--- src/rtl/msd_pkg.sv ---
// shared types and constants of the message stream deframer
package msd_pkg;

  localparam int DEF_LONG_SNIPPET  = 512;
  localparam int DEF_SHORT_SNIPPET = 32;
  localparam int DEF_MAX_PAYLOAD   = 1024 * 1024;
  localparam int DEF_QUEUE_DEPTH   = 4;

  localparam int HDR_BYTES = 24;
  localparam int HDR_WORDS = 6;
  localparam int HDR_CW    = $clog2(HDR_BYTES);

  localparam int W_CMD   = 0;
  localparam int W_ARG0  = 1;
  localparam int W_ARG1  = 2;
  localparam int W_LEN   = 3;
  localparam int W_CHECK = 4;
  localparam int W_MAGIC = 5;

  localparam logic [31:0] MAGIC_INVERT = 32'hffff_ffff;

  localparam int CFG_AW = 1;
  localparam logic [CFG_AW-1:0] REG_VERBOSE  = 1'd0;
  localparam logic [CFG_AW-1:0] REG_TO_GUEST = 1'd1;

  localparam logic [1:0] EV_PACKET     = 2'd0;
  localparam logic [1:0] EV_SNIPPET    = 2'd1;
  localparam logic [1:0] EV_BAD_HEADER = 2'd2;
  localparam logic [1:0] EV_TOO_LARGE  = 2'd3;

  typedef enum logic [1:0] {
    PH_HEADER,
    PH_SNIPPET,
    PH_SKIP
  } phase_t;

  typedef struct packed {
    logic verbose;
    logic to_guest;
  } msd_cfg_t;

  typedef struct packed {
    logic [7:0] data_byte;
    logic       chunk_last;
  } msd_in_t;

  typedef struct packed {
    logic [1:0]  event_kind;
    logic [7:0]  snippet_byte;
    logic        packet_last;
    logic [31:0] command_word;
    logic [31:0] first_argument;
    logic [31:0] second_argument;
    logic [31:0] payload_length;
    logic [31:0] payload_check;
    logic [31:0] magic_word;
    logic        direction;
  } msd_out_t;

endpackage

--- src/rtl/msd_front.sv ---
// byte parser: header gathering, validation, snippet and skip tracking
module msd_front #(
  parameter int LONG_SNIPPET  = msd_pkg::DEF_LONG_SNIPPET,
  parameter int SHORT_SNIPPET = msd_pkg::DEF_SHORT_SNIPPET,
  parameter int MAX_PAYLOAD   = msd_pkg::DEF_MAX_PAYLOAD
) (
  input  logic              clk,
  input  logic              rst,
  input  msd_pkg::msd_cfg_t cfg,
  input  logic              accept,
  input  msd_pkg::msd_in_t  in_item,
  output logic              ev_push,
  output msd_pkg::msd_out_t ev_item
);
  import msd_pkg::*;

  localparam int CAP_MAX = (LONG_SNIPPET > SHORT_SNIPPET) ? LONG_SNIPPET : SHORT_SNIPPET;
  localparam int TW      = $clog2(CAP_MAX + 1);
  localparam int SKW     = $clog2(MAX_PAYLOAD + 1);
  localparam logic [31:0]   MAX_LEN   = 32'(MAX_PAYLOAD);
  localparam logic [TW-1:0] LONG_CAP  = TW'(LONG_SNIPPET);
  localparam logic [TW-1:0] SHORT_CAP = TW'(SHORT_SNIPPET);
  localparam logic [HDR_CW-1:0] HDR_LAST = HDR_CW'(HDR_BYTES - 1);
  localparam logic [SKW-1:0] SKIP_ONE = SKW'(1);

  phase_t phase, phase_next;
  logic sync_lost, sync_lost_next;
  logic [HDR_CW-1:0] hdr_cnt, hdr_cnt_next;
  logic [31:0] hdr [HDR_WORDS];
  logic [TW-1:0] snip_target, snip_target_next;
  logic [TW-1:0] snip_cnt, snip_cnt_next;
  logic [SKW-1:0] skip_rem, skip_rem_next;

  logic [31:0] magic_now;
  logic [31:0] len_now;
  logic [TW-1:0] cap;
  logic [TW-1:0] snip_cnt_inc;
  logic [1:0] kind;
  logic [7:0] snip_byte;
  logic last;

  assign len_now      = hdr[W_LEN];
  assign magic_now    = (phase == PH_HEADER) ? {in_item.data_byte, hdr[W_MAGIC][23:0]}
                                             : hdr[W_MAGIC];
  assign cap          = cfg.verbose ? LONG_CAP : SHORT_CAP;
  assign snip_cnt_inc = snip_cnt + TW'(1);

  always_ff @(posedge clk) begin
    if (rst) begin
      phase <= PH_HEADER;
    end else begin
      phase <= phase_next;
    end
  end

  always_ff @(posedge clk) begin
    if (rst) begin
      sync_lost   <= 1'b0;
      hdr_cnt     <= '0;
      snip_target <= '0;
      snip_cnt    <= '0;
      skip_rem    <= '0;
    end else begin
      sync_lost   <= sync_lost_next;
      hdr_cnt     <= hdr_cnt_next;
      snip_target <= snip_target_next;
      snip_cnt    <= snip_cnt_next;
      skip_rem    <= skip_rem_next;
    end
  end

  always_ff @(posedge clk) begin
    if (accept && !sync_lost && phase == PH_HEADER) begin
      hdr[hdr_cnt[HDR_CW-1:2]][{hdr_cnt[1:0], 3'b000} +: 8] <= in_item.data_byte;
    end
  end

  always_comb begin
    phase_next       = phase;
    sync_lost_next   = sync_lost;
    hdr_cnt_next     = hdr_cnt;
    snip_target_next = snip_target;
    snip_cnt_next    = snip_cnt;
    skip_rem_next    = skip_rem;
    ev_push          = 1'b0;
    kind             = EV_PACKET;
    snip_byte        = 8'd0;
    last             = 1'b0;
    if (accept && !sync_lost) begin
      unique case (phase)
        PH_HEADER: begin
          if (hdr_cnt == HDR_LAST) begin
            hdr_cnt_next = '0;
            if ((magic_now ^ MAGIC_INVERT) != hdr[W_CMD]) begin
              sync_lost_next = 1'b1;
              ev_push        = 1'b1;
              kind           = EV_BAD_HEADER;
              last           = 1'b1;
            end else if (len_now > MAX_LEN) begin
              sync_lost_next = 1'b1;
              ev_push        = 1'b1;
              kind           = EV_TOO_LARGE;
              last           = 1'b1;
            end else if (len_now == 32'd0) begin
              ev_push = 1'b1;
              kind    = EV_PACKET;
              last    = 1'b1;
            end else begin
              snip_target_next = (len_now < 32'(cap)) ? len_now[TW-1:0] : cap;
              snip_cnt_next    = '0;
              phase_next       = PH_SNIPPET;
            end
          end else begin
            hdr_cnt_next = hdr_cnt + HDR_CW'(1);
          end
        end
        PH_SNIPPET: begin
          snip_cnt_next = snip_cnt_inc;
          ev_push       = 1'b1;
          kind          = EV_SNIPPET;
          snip_byte     = in_item.data_byte;
          last          = (snip_cnt_inc >= snip_target);
          if (last) begin
            if (len_now > 32'(snip_target)) begin
              skip_rem_next = SKW'(len_now - 32'(snip_target));
              phase_next    = PH_SKIP;
            end else begin
              phase_next = PH_HEADER;
            end
          end
        end
        default: begin
          if (skip_rem != '0) begin
            skip_rem_next = skip_rem - SKIP_ONE;
          end
          if (skip_rem <= SKIP_ONE) begin
            phase_next = PH_HEADER;
          end
        end
      endcase
    end
  end

  always_comb begin
    ev_item.event_kind      = kind;
    ev_item.snippet_byte    = snip_byte;
    ev_item.packet_last     = last;
    ev_item.command_word    = hdr[W_CMD];
    ev_item.first_argument  = hdr[W_ARG0];
    ev_item.second_argument = hdr[W_ARG1];
    ev_item.payload_length  = len_now;
    ev_item.payload_check   = hdr[W_CHECK];
    ev_item.magic_word      = magic_now;
    ev_item.direction       = cfg.to_guest;
  end

`ifndef SYNTH
  a_sync_sticky: assert property (@(posedge clk) disable iff (rst)
    sync_lost |=> sync_lost)
    else $error("sync lost flag cleared without reset");

  a_skip_nonzero: assert property (@(posedge clk) disable iff (rst)
    phase == PH_SKIP |-> skip_rem != '0)
    else $error("skip phase with nothing left to skip");

  a_snip_bound: assert property (@(posedge clk) disable iff (rst)
    phase == PH_SNIPPET |-> snip_cnt < snip_target)
    else $error("snippet count reached target inside snippet phase");
`endif

endmodule

--- src/rtl/msd_queue.sv ---
// result queue between the parser and the result ports
module msd_queue #(
  parameter int DEPTH = msd_pkg::DEF_QUEUE_DEPTH
) (
  input  logic              clk,
  input  logic              rst,
  input  logic              push,
  input  msd_pkg::msd_out_t item_in,
  output logic              full,
  input  logic              pop,
  output logic              empty,
  output msd_pkg::msd_out_t item_out
);
  import msd_pkg::*;

  localparam int AW = $clog2(DEPTH);
  localparam int CW = $clog2(DEPTH + 1);
  localparam logic [AW-1:0] LAST_PTR  = AW'(DEPTH - 1);
  localparam logic [CW-1:0] DEPTH_CNT = CW'(DEPTH);

  msd_out_t mem [DEPTH];
  logic [AW-1:0] wr_ptr, rd_ptr;
  logic [CW-1:0] count;
  logic do_push, do_pop;

  assign full     = (count == DEPTH_CNT);
  assign empty    = (count == '0);
  assign do_push  = push && !full;
  assign do_pop   = pop && !empty;
  assign item_out = mem[rd_ptr];

  always_ff @(posedge clk) begin
    if (do_push) begin
      mem[wr_ptr] <= item_in;
    end
  end

  always_ff @(posedge clk) begin
    if (rst) begin
      wr_ptr <= '0;
      rd_ptr <= '0;
      count  <= '0;
    end else begin
      if (do_push) begin
        wr_ptr <= (wr_ptr == LAST_PTR) ? '0 : wr_ptr + AW'(1);
      end
      if (do_pop) begin
        rd_ptr <= (rd_ptr == LAST_PTR) ? '0 : rd_ptr + AW'(1);
      end
      if (do_push && !do_pop) begin
        count <= count + CW'(1);
      end else if (do_pop && !do_push) begin
        count <= count - CW'(1);
      end
    end
  end

`ifndef SYNTH
  a_count_bound: assert property (@(posedge clk) disable iff (rst)
    count <= DEPTH_CNT)
    else $error("queue count beyond depth");
`endif

endmodule

--- src/rtl/message_stream_deframer_top.sv ---
// top level of the message stream deframer
// Takes one stream byte per cycle, with no gaps needed: each byte is handled in
// the cycle it is accepted and any result it causes enters a result queue of
// QUEUE_DEPTH entries, showing on the result ports from the next cycle. full
// rises only while that queue is full, so the rate on the input is one byte per
// cycle for as long as results are popped as fast as they are made. A 24-byte
// header gives at most one result, on its last byte; each snippet byte gives one
// result; skipped payload bytes give none. After a bad header or an oversized
// length the block drops every byte and gives no result until reset.
module message_stream_deframer_top #(
  parameter int LONG_SNIPPET  = msd_pkg::DEF_LONG_SNIPPET,
  parameter int SHORT_SNIPPET = msd_pkg::DEF_SHORT_SNIPPET,
  parameter int MAX_PAYLOAD   = msd_pkg::DEF_MAX_PAYLOAD,
  parameter int QUEUE_DEPTH   = msd_pkg::DEF_QUEUE_DEPTH
) (
  input  logic                       clk,
  input  logic                       rst,
  input  logic                       push,
  output logic                       full,
  input  msd_pkg::msd_in_t           in_item,
  output logic                       empty,
  input  logic                       pop,
  output msd_pkg::msd_out_t          out_item,
  input  logic                       cfg_we,
  input  logic [msd_pkg::CFG_AW-1:0] cfg_addr,
  input  logic                       cfg_wdata
);
  import msd_pkg::*;

  msd_cfg_t cfg;
  logic     accept;
  logic     ev_push;
  msd_out_t ev_item;

  assign accept = push && !full;

  always_ff @(posedge clk) begin
    if (rst) begin
      cfg <= '0;
    end else if (cfg_we) begin
      if (cfg_addr == REG_VERBOSE) begin
        cfg.verbose <= cfg_wdata;
      end else if (cfg_addr == REG_TO_GUEST) begin
        cfg.to_guest <= cfg_wdata;
      end
    end
  end

  msd_front #(
    .LONG_SNIPPET (LONG_SNIPPET),
    .SHORT_SNIPPET(SHORT_SNIPPET),
    .MAX_PAYLOAD  (MAX_PAYLOAD)
  ) u_front (
    .clk    (clk),
    .rst    (rst),
    .cfg    (cfg),
    .accept (accept),
    .in_item(in_item),
    .ev_push(ev_push),
    .ev_item(ev_item)
  );

  msd_queue #(
    .DEPTH(QUEUE_DEPTH)
  ) u_queue (
    .clk     (clk),
    .rst     (rst),
    .push    (ev_push),
    .item_in (ev_item),
    .full    (full),
    .pop     (pop),
    .empty   (empty),
    .item_out(out_item)
  );

endmodule
--- config.mk ---
export PLATFORM = sky130hd
export DESIGN_NAME = message_stream_deframer_top
export DESIGN_NICKNAME = d
export VERILOG_FILES = /design/src/rtl/msd_pkg.sv /design/src/rtl/msd_front.sv /design/src/rtl/msd_queue.sv /design/src/rtl/message_stream_deframer_top.sv
export SDC_FILE = /design/constraint.sdc
export NUM_CORES = 1
export LEC_CHECK = 0
export BUFFER_PORTS_ARGS = -buffer_cell sky130_fd_sc_hd__buf_2
export CAP_MARGIN = 20
export CELL_PAD_IN_SITES_DETAIL_PLACEMENT = 1
export CELL_PAD_IN_SITES_GLOBAL_PLACEMENT = 2
export CORE_AREA = 2 2 420 255
export DETAILED_ROUTE_END_ITERATION = 16
export DIE_AREA = 0 0 422 257
export PLACE_DENSITY = 0.78
export RECOVER_POWER = 25
export SYNTH_ARGS = -nofsm -noshare
export SYNTH_HDL_FRONTEND = slang
export SYNTH_SLANG_ARGS = --single-unit
--- constraint.sdc ---
create_clock -name clk -period 12.2 [get_ports clk]
set_input_delay 1.83 -clock clk [delete_from_list [all_inputs] [get_ports clk]]
set_output_delay 1.83 -clock clk [all_outputs]
set_load 0.02 [all_outputs]
==> flow_summary.toml, run 1 <==
[synth]
post_synth.cell_area_avg_um2 = 20.3
synth_fa_ha_area_share_pct = 1.21
yosys_warnings = 0
synth_flop_cell = "edfxtp_1"
syn-cell-area_um2 = 40600
synth-seq-cells = 1068
yosysSeqAreaShare_pct = 77.5
synth_edf_count = 1008
synthMuxAreaShare_pct = 11.7
yosys.area_share.xor_xnor_pct = 1.06
synthCells = 2002
synth_compound_area_share_pct = 2.92
synth_top_family_by_area = "multiplexers"
yosys.area_share.simple_pct = 4.61
synth_fp_nets = 2056
synthArstFlopShare_pct = 0
synth_cell_types = 78

[routing]
ant_nets = 0
via_count = 20500
avgRoutedWirePerCell_um = 27.2
dr.pass1.iters = 7
via_per_inst = 5.46
route.final.wire_length_um = 102000
drc = 0
drt_iter0_drc = 1903

[clocking]
clock_path_buffers = 3
h-tree-depth = 3
cts_sinks = 1068
clk-insertion-delay-late_ns = 0.71
clk_pin_slew_ns = 0.07
postCtsSetupRepairBufs = 0
cts_buffers = 98
root_buffer = "clkbuf_16"
cts_resized = 0
postCtsHoldBufs = 0
cts_tree = "yes"

[floorplanning]
start_util_pct = 38.9
core_region_area_um2 = 105000
pin_count = 222
num_rows = 92
die_height_um = 257
die_area_um2 = 108000
die_x_um = 422

[global_routing]
antenna_found_initial = 8
grt_util_all_layers_pct = 18.6
grt_max_degree = 117
grt_pass1_vias = 21200
grt_pass1_wl_um = 149000
grt_overflow = 0

[critical_path]
cp.required_ns = 12.52
timing.rr.end = "u_queue.mem[2][15]$_DFFE_PP_"
reg2reg_depth = 9
startpoint_type = "input port"
r2r_slack_ns = 6.32
cp_data_arrival_time_ns = 6.42
end_kind = "flop"
crit_fanout = 54
critPathKind = "in2reg"
r2r_start = "u_front.phase[1]$_SDFFE_PP0P_"

[timing]
drv_slew = 0
fin_setup_tns_ns = 0
period_share_pct = 50.0
layout_setup_ws_ns = 6.10
whs_ns = 0.480
clock.fmax_mhz = 164
tightest_slew_ns = 1.18
hold_viol = 0
finalSetupViolations = 0
maxSlewHeadroom_pct = 21.6
clock_skew_ns = 0.0318
period_minus_slack_ns = 6.10
rsz0062_at_grt = "false"

[cells_and_area]
layout.nets = 2324
drive_gt1_share_pct = 26.5
final_util_pct = 44.6
area_delta_synth_final_pct = 14.8

[placement]
dp_slack_ns = 5.33
place.gp.congestion = 0.837
port_buffers = 220
dp_hpwl_um = 65500

[power]
powerDensity_nw_per_um2 = 184
ir_drop_mv = 0.121
p_leak_nw = 14.9

[min_path]
hold_path_end = "u_front.skip_rem[1]$_SDFFE_PP0P_"
hold_depth = 2
holdCritStartpoint = "u_front.skip_rem[1]$_SDFFE_PP0P_"
holdCritPathClass = "reg2reg"

[flow_run]
maxCapViolCount = 0

[run_status]
status = "finished, final reports clean"
-- layout by cell type (no fill, tap or decap), drive strengths merged, types with 36 or more instances in the layout --
| cell type | Yosys | layout |
|---|---|---|
| edfxtp | 1008 | 1008 |
| buf | 37 | 248 |
| mux4 | 204 | 204 |
| clkbuf | 43 | 117 |
| nor2 | 70 | 70 |
| o21ai | 60 | 60 |
| dfxtp | 60 | 60 |
| a21oi | 53 | 53 |
| nand2 | 49 | 49 |
| xor2 | 38 | 38 |
| and2 | 38 | 38 |
| clkinv | 0 | 37 |
| ha | 36 | 36 |
-- layer usage --
layer / track usage, % / part of all wire, % / vias to the layer above
met5: 0 / 0 / -
met4: 4.04 / 1.7 / 0
met3: 3.49 / 7.2 / 127
met2: 28.9 / 47 / 687
met1: 27.4 / 44 / 11000
li1: - / - / 8723
-- worst max-delay path: stages --
cell	delay, ns
buf_2	0.24
or3b_1	0.43
and3_1	0.19
o22a_1	0.27
nand4b_2	0.21
nor4_2	0.09
a2111oi_4	0.69
and2_4	0.78
buf_4	0.75
buf_4	0.78
-- cells in the mapped netlist, types with 5 or more instances --
library cell	number	share of area, %
xor2_1	38	0.82
nor3_1	29	0.36
buf_1	30	0.28
or3b_1	7	0.15
a21oi_1	53	0.65
nor2_1	70	0.65
edfxtp_1	1008	75
mux2i_1	10	0.25
nand2_1	48	0.44
mux4_2	204	11
nor4_1	14	0.22
a21boi_0	6	0.11
nand3_1	32	0.39
nor4_2	5	0.15
and2_1	38	0.59
o21ai_0	58	0.71
nand2b_1	5	0.077
and3_1	18	0.28
nor3b_1	6	0.11
or3_1	9	0.14
buf_2	6	0.074
xnor2_1	11	0.24
nand4_1	19	0.29
dfxtp_1	60	3.0
clkbuf_1	43	0.40
o21a_1	8	0.15
ha_1	36	1.1
a211oi_1	9	0.17
or4_1	5	0.092
inv_1	28	0.26
-- flip-flops by register name, indices dropped and copies added, names as in the netlist, named ones only --
signal and count:
u_queue.mem 816, u_front.hdr 192, u_front.skip_rem 21, u_front.snip_cnt 10
u_front.snip_target 10, u_front.hdr_cnt 5, u_queue.count 3, cfg 2
u_front.phase 2, u_queue.rd_ptr 2, u_queue.wr_ptr 2, u_front.sync_lost 1
-- layout make-up --
| class | instances | area, um2 |
|---|---|---|
| tap | 1410 | 1760 |
| fill | 9892 | 57900 |
| inverter | 28 | 105 |
| clock buffer | 117 | 2520 |
| multi-input combinational | 826 | 8750 |
| clock inverter | 59 | 664 |
| sequential | 1068 | 31500 |
| antenna | 2 | 5.00 |
| timing repair buffer | 248 | 1350 |
-- how the worst max path moves through the flow --
stage / start / to / slack, ns / cells past startpoint
3_5_place_dp: in_item[3] / u_queue.mem[2][172]$_DFFE_PP_ / 5.33 / 10
3_3_place_gp: in_item[3] / u_queue.mem[2][169]$_DFFE_PP_ / 5.46 / 10
6_report: in_item[3] / u_queue.mem[2][15]$_DFFE_PP_ / 6.10 / 10
4_1_cts: flop / out_item[8] / 5.91 / 4
2_1_floorplan: in_item[3] / u_queue.mem[0][0]$_DFFE_PP_ / 3.61 / 7
5_1_grt: flop / out_item[8] / 5.71 / 4
-- per-stage QoR --
stage               area [um2]  power, W  std cells
floorplan                40600   0.00509       2002
global placement         43400   0.00559       3577
detailed placement       43400   0.00560       3578
CTS                      46600   0.00868       3754
global route             46600   0.00885       3756
finish                   46600   0.00858       3758
-- kinds of logic (layout without fill, tap and decap cells) --
logic type	count (synthesis)	after routing
other	0	2
AO/OA/AOI/OAI	187	187
AND/OR/NAND/NOR	334	334
flip-flops	1068	1068
XOR/XNOR	49	49
multiplexers	218	218
buffers and inverters	108	452
adder cells (fa/ha/maj)	38	38
-- power breakdown --
| group | switching [W] | total, W | internal [W] |
|---|---|---|---|
| clock | 0.00138 | 0.00309 | 0.00171 |
| combinational | 0.000835 | 0.00140 | 0.000564 |
| sequential | 0.0000719 | 0.00409 | 0.00402 |
Note: power is estimated with default switching activity, not from simulation.
==> run 2: changes to the inputs <==
--- a/config.mk
+++ b/config.mk
@@ -12,7 +12,7 @@
 export CORE_AREA = 2 2 420 255
 export DETAILED_ROUTE_END_ITERATION = 16
 export DIE_AREA = 0 0 422 257
-export PLACE_DENSITY = 0.78
+export PLACE_DENSITY = 0.8
 export RECOVER_POWER = 25
 export SYNTH_ARGS = -nofsm -noshare
 export SYNTH_HDL_FRONTEND = slang
==> constraint.sdc (replaced) <==
create_clock -name clk -period 5 [get_ports clk]
set_input_delay 0.75 -clock clk [delete_from_list [all_inputs] [get_ports clk]]
set_output_delay 0.75 -clock clk [all_outputs]
set_load 0.02 [all_outputs]
==> flow_summary.toml, run 2 (same netlist as run 1, synthesis figures left out) <==
[critical_path]
cp_data_arrival_time_ns = 4.74
crit_fanout = 70
r2r_start = "u_front.hdr[3][6]$_DFFE_PP_"
crit_path_start = "u_front.hdr[3][6]$_DFFE_PP_"
critPathKind = "reg2reg"
startpoint_type = "flop"
end_kind = "flop"
cp.required_ns = 5.33

[cells_and_area]
final_cells = 3785
area_delta_synth_final_pct = 15.5
largest-register = "u_queue.mem"
layout.nets = 2352
final_cell_mix = "edfxtp_1, buf_2, mux4_2"
largest_reg_flops = 816
layout_commonest_cell = "edfxtp_1"
drive_gt1_share_pct = 27.1
final_util_pct = 44.9

[power]
powerDensity_nw_per_um2 = 444
ir_drop_mv = 0.277
switching_share_pct = 26.7
p_leak_nw = 15.1
p_sw_w = 0.00558
pwr-share-comb_pct = 16.9
power.total_w = 0.0208
internal_power_w = 0.0153
clock_power_share_pct = 35.2
p_seq_share_pct = 47.9

[routing]
drt_iter0_drc = 1877
avgRoutedWirePerCell_um = 27.5
via_per_inst = 5.50
route.final.wire_length_um = 104000
drc = 0
ant_nets = 0
dr.pass1.iters = 6
via_count = 20800

[run_status]
status = "finished, final reports clean"

[clocking]
clk_pin_slew_ns = 0.06
cts_tree = "yes"
clk-insertion-delay-late_ns = 0.70
postCtsSetupRepairBufs = 0
cts_buffers = 96
cts_sinks = 1068
clock_path_buffers = 3
cts_resized = 0
postCtsHoldBufs = 0
root_buffer = "clkbuf_16"
h-tree-depth = 3

[global_routing]
grt_max_degree = 71
grt_util_all_layers_pct = 19.1
grt_pass1_wl_um = 151000
grt_pass1_vias = 21500
antenna_found_initial = 11
grt_overflow = 0

[floorplanning]
pin_count = 222
die_height_um = 257
num_rows = 92
die_area_um2 = 108000
start_util_pct = 38.9
core_region_area_um2 = 105000
die_x_um = 422

[timing]
drv_slew = 0
rsz0062_at_grt = "false"
maxSlewHeadroom_pct = 28.9
period_minus_slack_ns = 4.42
hold_viol = 0
clock.fmax_mhz = 226
finalSetupViolations = 0
period_share_pct = 88.3
tightest_slew_ns = 1.06
clock_skew_ns = 0.0356

[placement]
place.gp.congestion = 0.819
dp_hpwl_um = 68800
dp.cells = 3607
port_buffers = 220

[min_path]
holdCritPathClass = "in2reg"
holdCritStartpoint = "cfg_wdata"

[flow_run]
maxCapViolCount = 0
run 2: path summary, 6_finish.rpt:
kind | cells past startpoint | slack (ns) | end
worst min-delay path | 3 | 0.34 | cfg[1]$_SDFFE_PP0P_
worst max register to register | 8 | 0.58 | u_queue.mem[0][119]$_DFFE_PP_
worst max-delay path | 8 | 0.58 | u_queue.mem[0][119]$_DFFE_PP_
worst min register to register | 2 | 0.48 | u_front.skip_rem[1]$_SDFFE_PP0P_
run 2: layout make-up:
class	instances	area, um2
fillers	9887	57600
flip-flops and latches	1068	31500
multi-input cells	826	8750
clock buffers	120	2500
well taps	1410	1760
repair buffers	278	1740
clock inverters	54	587
inverters	28	105
diodes	1	2.50
run 2: per-layer routing:
metal,vias up,share of wire [%],routed length [um],GRT usage (%)
met5,-,0,0,0
li1,8798,-,-,-
met2,774,46,48000,29.2
met1,11100,45,46600,28.2
met4,0,1.7,1720,3.30
met3,117,7.3,7610,4.45
run 2: through the flow:
step / hold slack (ns) / setup WS, ns / cell area [um2] / setup TNS [ns]
floorplan: 0.446 / -0.251 / 40600 / -205.13
global route: 0.321 / 0.344 / 46900 / 0
finish: 0.340 / 0.584 / 46900 / 0
global placement: 0.460 / 0.560 / 43800 / 0
detailed placement: 0.469 / 0.474 / 43800 / 0
CTS: 0.299 / 0.594 / 46900 / 0
run 2: critical path, stage by stage (launching register included):
cell       delay (ns)
edfxtp_1         0.55
nor4_1           0.48
nand3_1          0.26
or4b_4           0.57
nand2_1          0.10
nor4_2           0.06
a2111oi_4        0.67
and2_4           0.71
buf_12           0.42
run 2: power groups by stage:
stage	registers, W	logic [W]	clock network [W]
global placement	0.0102	0.00357	0
floorplan	0.0100	0.00238	0
detailed placement	0.0102	0.00360	0
CTS	0.00999	0.00362	0.00749
finish	0.00998	0.00353	0.00734
global route	0.0100	0.00373	0.00780
